$ cat src/hw/rtl/vbe_pkg.sv
`timescale 1ns / 1ps
`default_nettype none
package vbe_pkg;

	localparam int DEF_PEER_SLOTS = 16;
	localparam int DEF_LIST_DEPTH = 8;

	localparam logic [31:0] RST_WINDOW_MS   = 32'd10000;
	localparam logic [7:0]  RST_LIMIT       = 8'd5;
	localparam logic [31:0] RST_EXPIRE_MS   = 32'd60000;
	localparam logic [7:0]  RST_BCAST       = 8'd255;
	localparam logic [7:0]  COUNT_MAX       = 8'd255;

	localparam logic [1:0] REG_WINDOW = 2'd0;
	localparam logic [1:0] REG_LIMIT  = 2'd1;
	localparam logic [1:0] REG_EXPIRE = 2'd2;
	localparam logic [1:0] REG_BCAST  = 2'd3;

	localparam logic [1:0] STAT_QUERY   = 2'd0;
	localparam logic [1:0] STAT_COUNTED = 2'd1;
	localparam logic [1:0] STAT_IGNORED = 2'd2;

	localparam logic KIND_VIOLATION = 1'b1;

	typedef enum logic [2:0] {
		ST_IDLE,
		ST_SWEEP,
		ST_LOOKUP,
		ST_COUNT,
		ST_LIST,
		ST_FINISH
	} state_t;

	typedef struct packed {
		logic accept;
		logic sweep_step;
		logic lookup;
		logic count;
		logic list_upd;
		logic load_out;
	} cmd_t;

	typedef struct packed {
		logic expired;
		logic reached;
	} sts_t;

endpackage
`default_nettype wire

$ cat src/hw/rtl/vbe_ctrl.sv
`timescale 1ns / 1ps
`default_nettype none
module vbe_ctrl (
	input  wire logic          clk,
	input  wire logic          arst_n,
	input  wire logic          in_valid,
	output logic               in_stall,
	output logic               out_valid,
	input  wire logic          out_stall,
	input  wire vbe_pkg::sts_t sts,
	output vbe_pkg::cmd_t      cmd
);

	vbe_pkg::state_t state_q, state_nx;
	logic out_valid_q;

	always_ff @(posedge clk or negedge arst_n) begin
		if (!arst_n) begin
			state_q <= vbe_pkg::ST_IDLE;
			out_valid_q <= 1'b0;
		end else begin
			state_q <= state_nx;
			if (cmd.load_out) begin
				out_valid_q <= 1'b1;
			end else if (!out_stall) begin
				out_valid_q <= 1'b0;
			end
		end
	end

	always_comb begin
		state_nx = state_q;
		cmd = '0;
		in_stall = 1'b1;
		case (state_q)
			vbe_pkg::ST_IDLE: begin
				in_stall = 1'b0;
				if (in_valid) begin
					cmd.accept = 1'b1;
					state_nx = vbe_pkg::ST_SWEEP;
				end
			end
			vbe_pkg::ST_SWEEP: begin
				// One expired entry is removed per cycle until none remain.
				if (sts.expired) begin
					cmd.sweep_step = 1'b1;
				end else begin
					state_nx = vbe_pkg::ST_LOOKUP;
				end
			end
			vbe_pkg::ST_LOOKUP: begin
				cmd.lookup = 1'b1;
				state_nx = vbe_pkg::ST_COUNT;
			end
			vbe_pkg::ST_COUNT: begin
				cmd.count = 1'b1;
				state_nx = vbe_pkg::ST_LIST;
			end
			vbe_pkg::ST_LIST: begin
				cmd.list_upd = sts.reached;
				state_nx = vbe_pkg::ST_FINISH;
			end
			vbe_pkg::ST_FINISH: begin
				if (!out_valid_q || !out_stall) begin
					cmd.load_out = 1'b1;
					state_nx = vbe_pkg::ST_IDLE;
				end
			end
			default: state_nx = vbe_pkg::ST_IDLE;
		endcase
	end

	assign out_valid = out_valid_q;

endmodule
`default_nettype wire

$ cat src/hw/rtl/vbe_datapath.sv
`timescale 1ns / 1ps
`default_nettype none
module vbe_datapath #(
	parameter int PEER_SLOTS = vbe_pkg::DEF_PEER_SLOTS,
	parameter int LIST_DEPTH = vbe_pkg::DEF_LIST_DEPTH
) (
	input  wire logic          clk,
	input  wire logic          arst_n,
	input  wire logic          cfg_we,
	input  wire logic [1:0]    cfg_index,
	input  wire logic [31:0]   cfg_data,
	input  wire logic          kind,
	input  wire logic [7:0]    node_addr,
	input  wire logic [31:0]   now_ms,
	input  wire vbe_pkg::cmd_t cmd,
	output vbe_pkg::sts_t      sts,
	output logic               is_listed,
	output logic [3:0]         list_count,
	output logic [7:0]         peer_violations,
	output logic [1:0]         status
);

	localparam int SW = (PEER_SLOTS > 1) ? $clog2(PEER_SLOTS) : 1;
	localparam int LW = (LIST_DEPTH > 1) ? $clog2(LIST_DEPTH) : 1;
	localparam int FW = $clog2(LIST_DEPTH + 1);

	logic [31:0] window_q, expire_q;
	logic [7:0]  limit_q, bcast_q;

	logic        kind_q;
	logic [7:0]  addr_q;
	logic [31:0] now_q;

	logic        slot_used_q  [PEER_SLOTS];
	logic [7:0]  slot_addr_q  [PEER_SLOTS];
	logic [7:0]  slot_cnt_q   [PEER_SLOTS];
	logic [31:0] slot_start_q [PEER_SLOTS];

	logic [7:0]  list_addr_q [LIST_DEPTH];
	logic [31:0] list_exp_q  [LIST_DEPTH];
	logic [FW-1:0] fill_q;

	logic [SW-1:0] slot_idx_q;
	logic        hit_q, do_count_q, reached_q;
	logic [7:0]  pv_q;
	logic [1:0]  stat_q;

	// Sweep: first expired live entry.
	logic [LIST_DEPTH-1:0] expd;
	logic [LW-1:0] exp_idx;
	// Peer lookup.
	logic          p_hit, p_free;
	logic [SW-1:0] p_hidx, p_fidx;
	// List lookup.
	logic          l_hit;
	logic [LW-1:0] l_idx;
	// Counting.
	logic [7:0]  cur_cnt, base_cnt, new_cnt;
	logic [31:0] cur_start;
	logic        restart;

	always_comb begin
		exp_idx = '0;
		for (int j = LIST_DEPTH - 1; j >= 0; j--) begin
			expd[j] = (FW'(j) < fill_q) && (list_exp_q[j] != 32'd0) && (list_exp_q[j] <= now_q);
			if (expd[j]) begin
				exp_idx = LW'(j);
			end
		end
	end

	always_comb begin
		p_hit = 1'b0;
		p_free = 1'b0;
		p_hidx = '0;
		p_fidx = '0;
		for (int i = PEER_SLOTS - 1; i >= 0; i--) begin
			if (slot_used_q[i] && slot_addr_q[i] == addr_q) begin
				p_hit = 1'b1;
				p_hidx = SW'(i);
			end
			if (!slot_used_q[i]) begin
				p_free = 1'b1;
				p_fidx = SW'(i);
			end
		end
	end

	always_comb begin
		l_hit = 1'b0;
		l_idx = '0;
		for (int j = LIST_DEPTH - 1; j >= 0; j--) begin
			if ((FW'(j) < fill_q) && list_addr_q[j] == addr_q) begin
				l_hit = 1'b1;
				l_idx = LW'(j);
			end
		end
	end

	// A freshly allocated slot starts with count and window start at zero.
	always_comb begin
		cur_cnt = hit_q ? slot_cnt_q[slot_idx_q] : 8'd0;
		cur_start = hit_q ? slot_start_q[slot_idx_q] : 32'd0;
		restart = (now_q - cur_start) > window_q;
		base_cnt = restart ? 8'd0 : cur_cnt;
		new_cnt = (base_cnt == vbe_pkg::COUNT_MAX) ? base_cnt : base_cnt + 8'd1;
	end

	assign sts.expired = |expd;
	assign sts.reached = reached_q;

	always_ff @(posedge clk or negedge arst_n) begin
		if (!arst_n) begin
			window_q <= vbe_pkg::RST_WINDOW_MS;
			limit_q <= vbe_pkg::RST_LIMIT;
			expire_q <= vbe_pkg::RST_EXPIRE_MS;
			bcast_q <= vbe_pkg::RST_BCAST;
			fill_q <= '0;
			for (int i = 0; i < PEER_SLOTS; i++) begin
				slot_used_q[i] <= 1'b0;
			end
		end else begin
			if (cfg_we) begin
				case (cfg_index)
					vbe_pkg::REG_WINDOW: window_q <= cfg_data;
					vbe_pkg::REG_LIMIT:  limit_q <= cfg_data[7:0];
					vbe_pkg::REG_EXPIRE: expire_q <= cfg_data;
					vbe_pkg::REG_BCAST:  bcast_q <= cfg_data[7:0];
					default: ;
				endcase
			end
			if (cmd.count && do_count_q) begin
				slot_used_q[slot_idx_q] <= 1'b1;
			end
			if (cmd.sweep_step) begin
				fill_q <= fill_q - FW'(1);
			end else if (cmd.list_upd && !l_hit && fill_q < FW'(LIST_DEPTH)) begin
				fill_q <= fill_q + FW'(1);
			end
		end
	end

	always_ff @(posedge clk) begin
		if (cmd.accept) begin
			kind_q <= kind;
			addr_q <= node_addr;
			now_q <= now_ms;
		end
		if (cmd.lookup) begin
			hit_q <= p_hit;
			slot_idx_q <= p_hit ? p_hidx : p_fidx;
			do_count_q <= (kind_q == vbe_pkg::KIND_VIOLATION) && (addr_q != bcast_q)
				&& (p_hit || p_free);
			if (kind_q != vbe_pkg::KIND_VIOLATION) begin
				stat_q <= vbe_pkg::STAT_QUERY;
			end else if ((addr_q != bcast_q) && (p_hit || p_free)) begin
				stat_q <= vbe_pkg::STAT_COUNTED;
			end else begin
				stat_q <= vbe_pkg::STAT_IGNORED;
			end
		end
		if (cmd.count) begin
			reached_q <= do_count_q && (new_cnt >= limit_q);
			pv_q <= do_count_q ? new_cnt : cur_cnt;
			if (do_count_q) begin
				slot_addr_q[slot_idx_q] <= addr_q;
				slot_cnt_q[slot_idx_q] <= new_cnt;
				slot_start_q[slot_idx_q] <= restart ? now_q : cur_start;
			end
		end
		if (cmd.sweep_step) begin
			for (int j = 0; j < LIST_DEPTH - 1; j++) begin
				if (LW'(j) >= exp_idx) begin
					list_addr_q[j] <= list_addr_q[j+1];
					list_exp_q[j] <= list_exp_q[j+1];
				end
			end
		end else if (cmd.list_upd) begin
			if (l_hit) begin
				list_exp_q[l_idx] <= now_q + expire_q;
			end else if (fill_q >= FW'(LIST_DEPTH)) begin
				// Full list: drop the oldest entry and append at the tail.
				for (int j = 0; j < LIST_DEPTH - 1; j++) begin
					list_addr_q[j] <= list_addr_q[j+1];
					list_exp_q[j] <= list_exp_q[j+1];
				end
				list_addr_q[LIST_DEPTH-1] <= addr_q;
				list_exp_q[LIST_DEPTH-1] <= now_q + expire_q;
			end else begin
				list_addr_q[fill_q[LW-1:0]] <= addr_q;
				list_exp_q[fill_q[LW-1:0]] <= now_q + expire_q;
			end
		end
		if (cmd.load_out) begin
			is_listed <= l_hit;
			list_count <= 4'(fill_q);
			peer_violations <= pv_q;
			status <= stat_q;
		end
	end

endmodule
`default_nettype wire

$ cat src/hw/rtl/violation_blacklist_engine_core.sv
// Violation counter with an expiring blacklist.
// Input channel: in_valid / in_stall carry one request (kind, node_addr,
// now_ms). A query only reports; a violation not to the broadcast address is
// counted against the address's peer slot (if one is held or free) and may put
// the address on the blacklist. Output channel: out_valid / out_stall carry
// one result per request (is_listed, list_count, peer_violations, status).
// Configuration: cfg_we writes cfg_data into the register chosen by
// cfg_index (0 window, 1 limit, 2 expiry, 3 broadcast address).
// Before the lookup, the sweep removes one expired blacklist entry per cycle
// until none remain; at most LIST_DEPTH entries expire on one request. A
// new request is taken once the previous one has been written to the output
// register and the control is back in its idle state; the result may wait
// under stall while the next request is processed.
// Under a stalled output the result holds and a finished request waits in
// the final state. Reset empties the peer table and the blacklist and
// loads the default register values; no clearing pass is needed.
`timescale 1ns / 1ps
`default_nettype none
module violation_blacklist_engine_core #(
	parameter int PEER_SLOTS = vbe_pkg::DEF_PEER_SLOTS,
	parameter int LIST_DEPTH = vbe_pkg::DEF_LIST_DEPTH
) (
	input  wire logic        clk,
	input  wire logic        arst_n,
	input  wire logic        cfg_we,
	input  wire logic [1:0]  cfg_index,
	input  wire logic [31:0] cfg_data,
	input  wire logic        in_valid,
	output logic             in_stall,
	input  wire logic        kind,
	input  wire logic [7:0]  node_addr,
	input  wire logic [31:0] now_ms,
	output logic             out_valid,
	input  wire logic        out_stall,
	output logic             is_listed,
	output logic [3:0]       list_count,
	output logic [7:0]       peer_violations,
	output logic [1:0]       status
);

	vbe_pkg::cmd_t cmd;
	vbe_pkg::sts_t sts;

	vbe_ctrl u_ctrl (
		.clk       (clk),
		.arst_n    (arst_n),
		.in_valid  (in_valid),
		.in_stall  (in_stall),
		.out_valid (out_valid),
		.out_stall (out_stall),
		.sts       (sts),
		.cmd       (cmd)
	);

	vbe_datapath #(
		.PEER_SLOTS (PEER_SLOTS),
		.LIST_DEPTH (LIST_DEPTH)
	) u_dp (
		.clk             (clk),
		.arst_n          (arst_n),
		.cfg_we          (cfg_we),
		.cfg_index       (cfg_index),
		.cfg_data        (cfg_data),
		.kind            (kind),
		.node_addr       (node_addr),
		.now_ms          (now_ms),
		.cmd             (cmd),
		.sts             (sts),
		.is_listed       (is_listed),
		.list_count      (list_count),
		.peer_violations (peer_violations),
		.status          (status)
	);

endmodule
`default_nettype wire

$ cat config.mk
export PLATFORM = sky130hd
export DESIGN_NAME = violation_blacklist_engine_core
export DESIGN_NICKNAME = d
export VERILOG_FILES = /design/src/hw/rtl/vbe_pkg.sv /design/src/hw/rtl/vbe_ctrl.sv /design/src/hw/rtl/vbe_datapath.sv /design/src/hw/rtl/violation_blacklist_engine_core.sv
export SDC_FILE = /design/constraint.sdc
export NUM_CORES = 2
export LEC_CHECK = 0
export ABC_AREA = 1
export BUFFER_PORTS_ARGS = -buffer_cell sky130_fd_sc_hd__buf_2
export CORE_MARGIN = 4
export CORE_UTILIZATION = 50
export CTS_BUF_LIST = sky130_fd_sc_hd__clkbuf_2 sky130_fd_sc_hd__clkbuf_4 sky130_fd_sc_hd__clkbuf_8
export DETAILED_ROUTE_END_ITERATION = 10
export PLACE_DENSITY = 0.68
export SETUP_SLACK_MARGIN = 0.4
export SLEW_MARGIN = 25
export SYNTH_ARGS = -nofsm -noshare
export SYNTH_HDL_FRONTEND = slang
export SYNTH_SLANG_ARGS = --single-unit
$ cat constraint.sdc
create_clock -name clk -period 7.95 [get_ports clk]
set_input_delay 0 -clock clk [delete_from_list [all_inputs] [get_ports clk]]
set_output_delay 0 -clock clk [all_outputs]
set_load 0.01 [all_outputs]
; ---- Word level (Yosys, flattened, before mapping)
; Memory sizes are Yosys's and may differ from the RTL's. A register that Yosys moved wholly into a read port is not among the register bits.
; Cells that the tools add are included.
[totals]
reg_bits = 177
ram_bits = 1088
out_inout_bits = 17
elab_cells = 381
memories = 5
[mem_list]
columns = name, depth, width, read_ports, rd_ports_with_merged_regs, wr, line_no
row1 = u_dp.slot_start_q, 16, 32, 1, 1, 1, vbe_datapath.sv:37  ; logic [31:0] slot_start_q [PEER_SLOTS];
row2 = u_dp.list_exp_q, 8, 32, 8, 0, 8, vbe_datapath.sv:40  ; logic [31:0] list_exp_q [LIST_DEPTH];
row3 = u_dp.slot_addr_q, 16, 8, 16, 0, 1, vbe_datapath.sv:35  ; logic [7:0] slot_addr_q [PEER_SLOTS];
row4 = u_dp.slot_cnt_q, 16, 8, 1, 1, 1, vbe_datapath.sv:36  ; logic [7:0] slot_cnt_q [PEER_SLOTS];
row5 = u_dp.list_addr_q, 8, 8, 8, 0, 8, vbe_datapath.sv:39  ; logic [7:0] list_addr_q [LIST_DEPTH];
[classes]
add_sub_neg = 5
n_lt_le_gt_ge = 29
eq_ne = 38
muxes = 179
bitwise_logic = 16
n_reduce_logical = 73
[ops]
columns = operator, count
row1 = 2-to-1 mux 32 bit, 11
row2 = less-or-equal comparator 32 bit, 8
row3 = nonzero test 32 bit, 8
row4 = equality test 8 bit, 24
row5 = 2-to-1 mux 4 bit, 37
row6 = 2-to-1 mux 8 bit, 12
row7 = 2-to-1 mux 1 bit, 94
row8 = 2-to-1 mux 3 bit, 22
row9 = OR reduction 32 bit, 2
row10 = logical AND 1 bit, 48
row11 = adder 32 bit, 1
row12 = greater-than comparator 32 bit, 1
row13 = subtractor 32 bit, 1
row14 = case mux 3 bit (6 select lines), 1
row15 = < comparator 3 x 4 -> 1 bit (first input constant), 4
row16 = bitwise OR 16 bit, 1
row17 = OR reduction 8 bit, 2
row18 = bitwise OR 1 bit, 14
row19 = greater-or-equal comparator 3 bit (first input constant), 3
row20 = adder 8 x 1 -> 8 bit (second input constant), 1
row21 = equality test 8 bit (second input constant), 1
row22 = greater-or-equal comparator 8 bit, 1
row23 = < comparator 1 x 4 -> 1 bit (first input constant), 2
row24 = < comparator 2 x 4 -> 1 bit (first input constant), 2
row25 = 26 further kinds, 39

; ---- Depth between registers and ports, before layout
[depth]
ltp_word = 21
ltp_mapped = 57
mapped_depth_nobuf = 51

; ---- Cells and area by module
; Synthesis repeated with hierarchy kept, for this count alone.
[hier_totals]
cells_unflattened = 5968
area_unflattened_um2 = 62860.3
[by_module_without_submodules]
columns = mod, n_inst, cells_per_inst, area_each_um2
row1 = vbe_datapath, 1, 5930, 62613.8
row2 = vbe_ctrl, 1, 38, 246.5

; ---- Worst setup path after synthesis
; Ideal clock, no wire load.
[synth_path]
path_kind = reg-to-reg
start = reg (tool-made name)
end = reg u_dp.reached_q, data pin
setup_time_ps = 255
t_arrival_ps = 8056
t_required_ps = 7695
path_slack_ps = -361
stages_incl_launch_ff = 56
n_path_buf = 7
synth_period_minus_slack_ps = 8311
cell_sequence = dfxtp_1 inv_1 buf_2 buf_2 buf_2 clkbuf_1 clkbuf_1 nor2_1 o221ai_1 o211ai_1 a21oi_1 inv_1 fa_1 nand3_1 nand2_1 a31oi_1 o21ai_0 a21boi_0 (+20 left out) nor2_1 nand3_1 nor2_1 nand3_1 nand2_1 nand2_1 inv_1 ha_1 o21ai_0 nand2_1 a21oi_1 o21bai_1 a21oi_1 o21bai_1 a21oi_1 nor2_1 o21ai_0 inv_1
[synth_rtl]
columns = item, line_no
row1 = end signal: assignment, vbe_datapath.sv:163  ; reached_q <= do_count_q && (new_cnt >= limit_q);
row2 = end: declaration, vbe_datapath.sv:44  ; logic hit_q, do_count_q, reached_q;

==> reports/summary.md <==
The flow ran to the end, and the final reports show no timing, DRC or antenna violations. Wires add up to 184000 um. Measured along the x axis, the die boundary spans 361.5 um. The final cycle utilization of the critical path was 0.9306. In this design, the stage delay of the slowest critical-path cell is 0.39 ns. The cell leakage power came out at 28.20 nW. Yosys instantiated no cell more often than sky130_fd_sc_hd__edfxtp_1. The power density over the cells is 379.9 nW/um^2.

The tools report the first-pass GRT wire length as 271900 um. The placed instances occupy a cell area of 65410 sq um. Among cell families on the critical path, the largest total delay comes from compound AO/OA/AOI/OAI gates.

The share of synthesized registers carrying an async set or reset is 0.08195, and the post-synthesis cell type count is 61. In the routed layout, each cell is associated on average with a via count of 5.927. The run gives 5839 as the instance count of the mapped netlist. The logs give 72540 sq um for the summed area of non-filler cells in the final layout and 0.55 ns for the setup slack on the worst flop-to-flop path. When the netlist entered floorplanning its net count stood at 6284. The routed design could run at a clock period as short as 7.399 ns. Setup repair after global routing could not meet its margin everywhere. The run gives 73 as the maximum number of pins on one net before global-route repair. The total area of sequential cells is 37590 sq um. The final routed wire length divided by cell count was 22.78 um. The leading register cell type out of synthesis was sky130_fd_sc_hd__edfxtp_1. The net switching component of the power was 10.76 mW. The average instance in the mapped netlist occupies 10.70 sq um.

The initial antenna violation count came out at 10. At the worst endpoint, the arrival time is 8.06 ns. The proportion of power drawn by the clock network was 0.205; the post-route DRC violation count was 0. The clock tree synthesis step divided the H-tree into 4 levels.

In this run the cell area of the synthesized design comes to 62480 sq um. The cell at the root of the clock tree is sky130_fd_sc_hd__clkbuf_8. The logs give 22840 sq um for the area of the multi-input gates and 0.9337 for the global placer's final weighted congestion.

The number of buffers and inverters on the critical path came out at 13. After the first detailed-routing iteration, the DRC count stood at 5497. During placement, the flow inserted port buffers numbering 96.

For the end-of-flow core utilization, the log shows 0.5852. The run gives 0.1579 as the worst slew margin relative to its limit. The fraction of power consumed by sequential logic is 0.406. At the pin with the least slew margin, the transition time is 1.246 ns. The most numerous cell on the critical path is sky130_fd_sc_hd__a21oi_1.

The number of optimization iterations in the first detailed-route pass is 6. The global route total overflow is 0. The warning count from the yosys run is 0. The initial core utilization is 0.5041. For the via count of the first global-routing pass, the log shows 45480.

The clock drives 1269 sinks. The clock latency of the later-clocked register in the worst-skew pair came out at 0.92 ns. The category of the worst setup path capture point is a flop.

The layout cell share with drive strength beyond 1 was 0.1334. The floorplan step defined a core boundary enclosing 124000 sq um. The area growth from synthesis to layout is 16.10%. Maximum clock frequency: 135.2 MHz. The run gives 0 as the max-slew violation count. STA classifies the critical path startpoint as a flop.

Setup violations remaining at the end of the flow were counted as 0. The minimum hold slack is 0.1272 ns, and the share of the synthesized area in the top cell type is 0.5579. The top-level I/O count is 97, and the maximum fanout count along the critical path is 22. The switching power as a share of total power works out to 0.3905. The path class of the tightest hold or removal check is input pin to flop.

The peak ir drop on the vdd network is 0.3975 mV. The largest total area in the synthesized netlist belongs to sky130_fd_sc_hd__edfxtp_1. The count of nets left with antenna violations once routing finished came out at 0.

The master of the slowest instance on the critical path was sky130_fd_sc_hd__dfxtp_4. The internal power of the cells totals 16.80 mW. The wire-length estimate of the detail-placed layout is 112700 um. The number of failing hold endpoints at the final stage is 0. The routed layout has 47890 vias. Part of the Yosys area used for sequential elements: 0.6013.

Total chip power: 27.56 mW. The commonest cells after synthesis are sky130_fd_sc_hd__edfxtp_1, sky130_fd_sc_hd__nand2_1, sky130_fd_sc_hd__o21ai_0, sky130_fd_sc_hd__nor2_1, sky130_fd_sc_hd__inv_1. TritonCTS built the clock tree.

Clock-pin slew was measured on the worst setup and hold paths at 0.07 ns. In this run the vertical extent of the chip is 361.5 um. The number of nets in the layout is 6709, and the maximum root-to-sink buffer count is 3. Counting flops with a built-in enable in the synthesized netlist gives 1161. Area enclosed by the die boundary: 130700 sq um. The run gives 10213 as the fill cell total of the finished layout.

Between clock sinks in the finished design, the worst skew comes to 0.04794 ns. For the worst setup path, the data required time is 8.61 ns. For the final routed database, the setup TNS stands at 0 ns.

The critical path is of the flop to flop type. The run gives 0.2719 as the overall track demand over capacity in global routing. Yosys attributes the largest share of cell area to sky130_fd_sc_hd__edfxtp_1, sky130_fd_sc_hd__ha_1, sky130_fd_sc_hd__nand2_1. After floorplanning, the core was divided into 129 placement rows.

Synthesis inferred 1269 register bits. The logs give 203 for the clock buffer count from CTS and 0.390 for the combinational power share. The number of max-cap violations is 0.
power groups by stage:
stage | clock network (mW) | logic [mW] | registers [mW]
2_1_floorplan | 0 | 6.38 | 11.0
3_3_place_gp | 0 | 9.51 | 11.3
3_5_place_dp | 0 | 9.83 | 11.3
4_1_cts | 5.71 | 10.2 | 11.1
5_1_grt | 6.04 | 11.9 | 11.3
6_report | 5.64 | 10.7 | 11.2
registers in the layout, indices dropped and copies added, names as in the netlist, 8 cells and up, named ones only:
name / count
u_dp.addr_q: 8
u_dp.bcast_q: 8
u_dp.expire_q: 32
u_dp.limit_q: 8
u_dp.list_addr_q: 64
u_dp.list_exp_q: 256
u_dp.now_q: 32
u_dp.peer_violations: 8
u_dp.pv_q: 8
u_dp.slot_addr_q: 128
u_dp.slot_cnt_q: 128
u_dp.slot_start_q: 512
u_dp.slot_used_q: 16
u_dp.window_q: 32
per-layer routing:
| metal | wire [um] | share of wire | track usage |
|---|---|---|---|
| met4 | 6708 | 0.036 | 0.1072 |
| met5 | 13 | 0.000071 | 0 |
| met3 | 17620 | 0.096 | 0.04947 |
| met1 | 75600 | 0.41 | 0.3750 |
| met2 | 84080 | 0.46 | 0.4305 |
placed cells by master (no fill, tap or decap), types with 17 or more instances in the layout:
master,count
sky130_fd_sc_hd__a21oi_1,260
sky130_fd_sc_hd__a21oi_2,27
sky130_fd_sc_hd__buf_12,17
sky130_fd_sc_hd__buf_2,95
sky130_fd_sc_hd__buf_4,165
sky130_fd_sc_hd__clkbuf_4,48
sky130_fd_sc_hd__clkbuf_8,218
sky130_fd_sc_hd__clkinv_1,50
sky130_fd_sc_hd__clkinv_2,42
sky130_fd_sc_hd__dfrtp_1,82
sky130_fd_sc_hd__dfstp_2,22
sky130_fd_sc_hd__dlygate4sd3_1,150
sky130_fd_sc_hd__edfxtp_1,1161
sky130_fd_sc_hd__ha_1,345
sky130_fd_sc_hd__inv_1,413
sky130_fd_sc_hd__inv_2,32
sky130_fd_sc_hd__nand2_1,975
sky130_fd_sc_hd__nand3_1,143
sky130_fd_sc_hd__nand4_1,72
sky130_fd_sc_hd__nor2_1,546
sky130_fd_sc_hd__nor2_4,22
sky130_fd_sc_hd__nor3_1,27
sky130_fd_sc_hd__nor4_1,86
sky130_fd_sc_hd__o211ai_1,61
sky130_fd_sc_hd__o21a_1,28
sky130_fd_sc_hd__o21ai_0,645
sky130_fd_sc_hd__o21ai_1,123
sky130_fd_sc_hd__o221ai_1,120
sky130_fd_sc_hd__o22ai_1,55
sky130_fd_sc_hd__xnor2_1,75
sky130_fd_sc_hd__xor2_1,72
kinds of logic after synthesis:
logic type / after synthesis / synth area share
simple gates: 1952 / 0.1304
fa+ha+maj: 365 / 0.07333
flops: 1269 / 0.6013
xor+xnor: 155 / 0.02173
compound gates: 1407 / 0.1283
buf+inv: 691 / 0.04491
through the flow:
stage	worst slack (ns)	std cells
after global placement	0.1679	7485
after floorplan	0.4039	5839
after CTS	0.4016	8032
after detailed placement	0.08504	7485
after global routing	-0.01710	8077
final	0.5514	8080
final timing paths:
path                       cells past startpoint                                 to                   start
setup / recovery                              49           u_dp.reached_q$_DFFE_PN_                    flop
hold / removal                                 4       u_dp.expire_q[2]$_DFFE_PN0P_             cfg_data[2]
setup reg to reg                              49           u_dp.reached_q$_DFFE_PN_                    flop
hold reg to reg                                0  u_dp.peer_violations[5]$_DFFE_PP_  u_dp.pv_q[5]$_DFFE_PN_
max in group asynchronous                      4    u_dp.slot_used_q[7]$_DFFE_PN0P_                  arst_n
min in group asynchronous                      4      u_dp.expire_q[20]$_DFFE_PN0P_                  arst_n
cell type report:
class                           count  share of cell area
Multi-Input combinational cell   3879              0.3149
Tap cell                         1637             0.02823
Antenna cell                        9           0.0003105
Inverter                          448             0.02354
Clock inverter                    109            0.009538
Clock buffer                      266             0.04633
Timing Repair inverter              5           0.0007072
Sequential cell                  1269              0.5181
Timing Repair Buffer              458             0.05835
worst min-delay path: cells and delay by family:
kind | cells | cell delay (ns)
buffers and inverters | 3 | 0.80
AOI/OAI and AO/OA | 1 | 0.21
what timing repair did:
action                                  CTS  global route
hold endpoints to repair                268             0
pin swaps                                 8            66
buffers inserted                         14            26
endpoints found under the setup margin    1            18
resized for setup                        54           122
gates cloned                              7            13
hold buffers                            151             0
(Power assumes the default switching activity.)
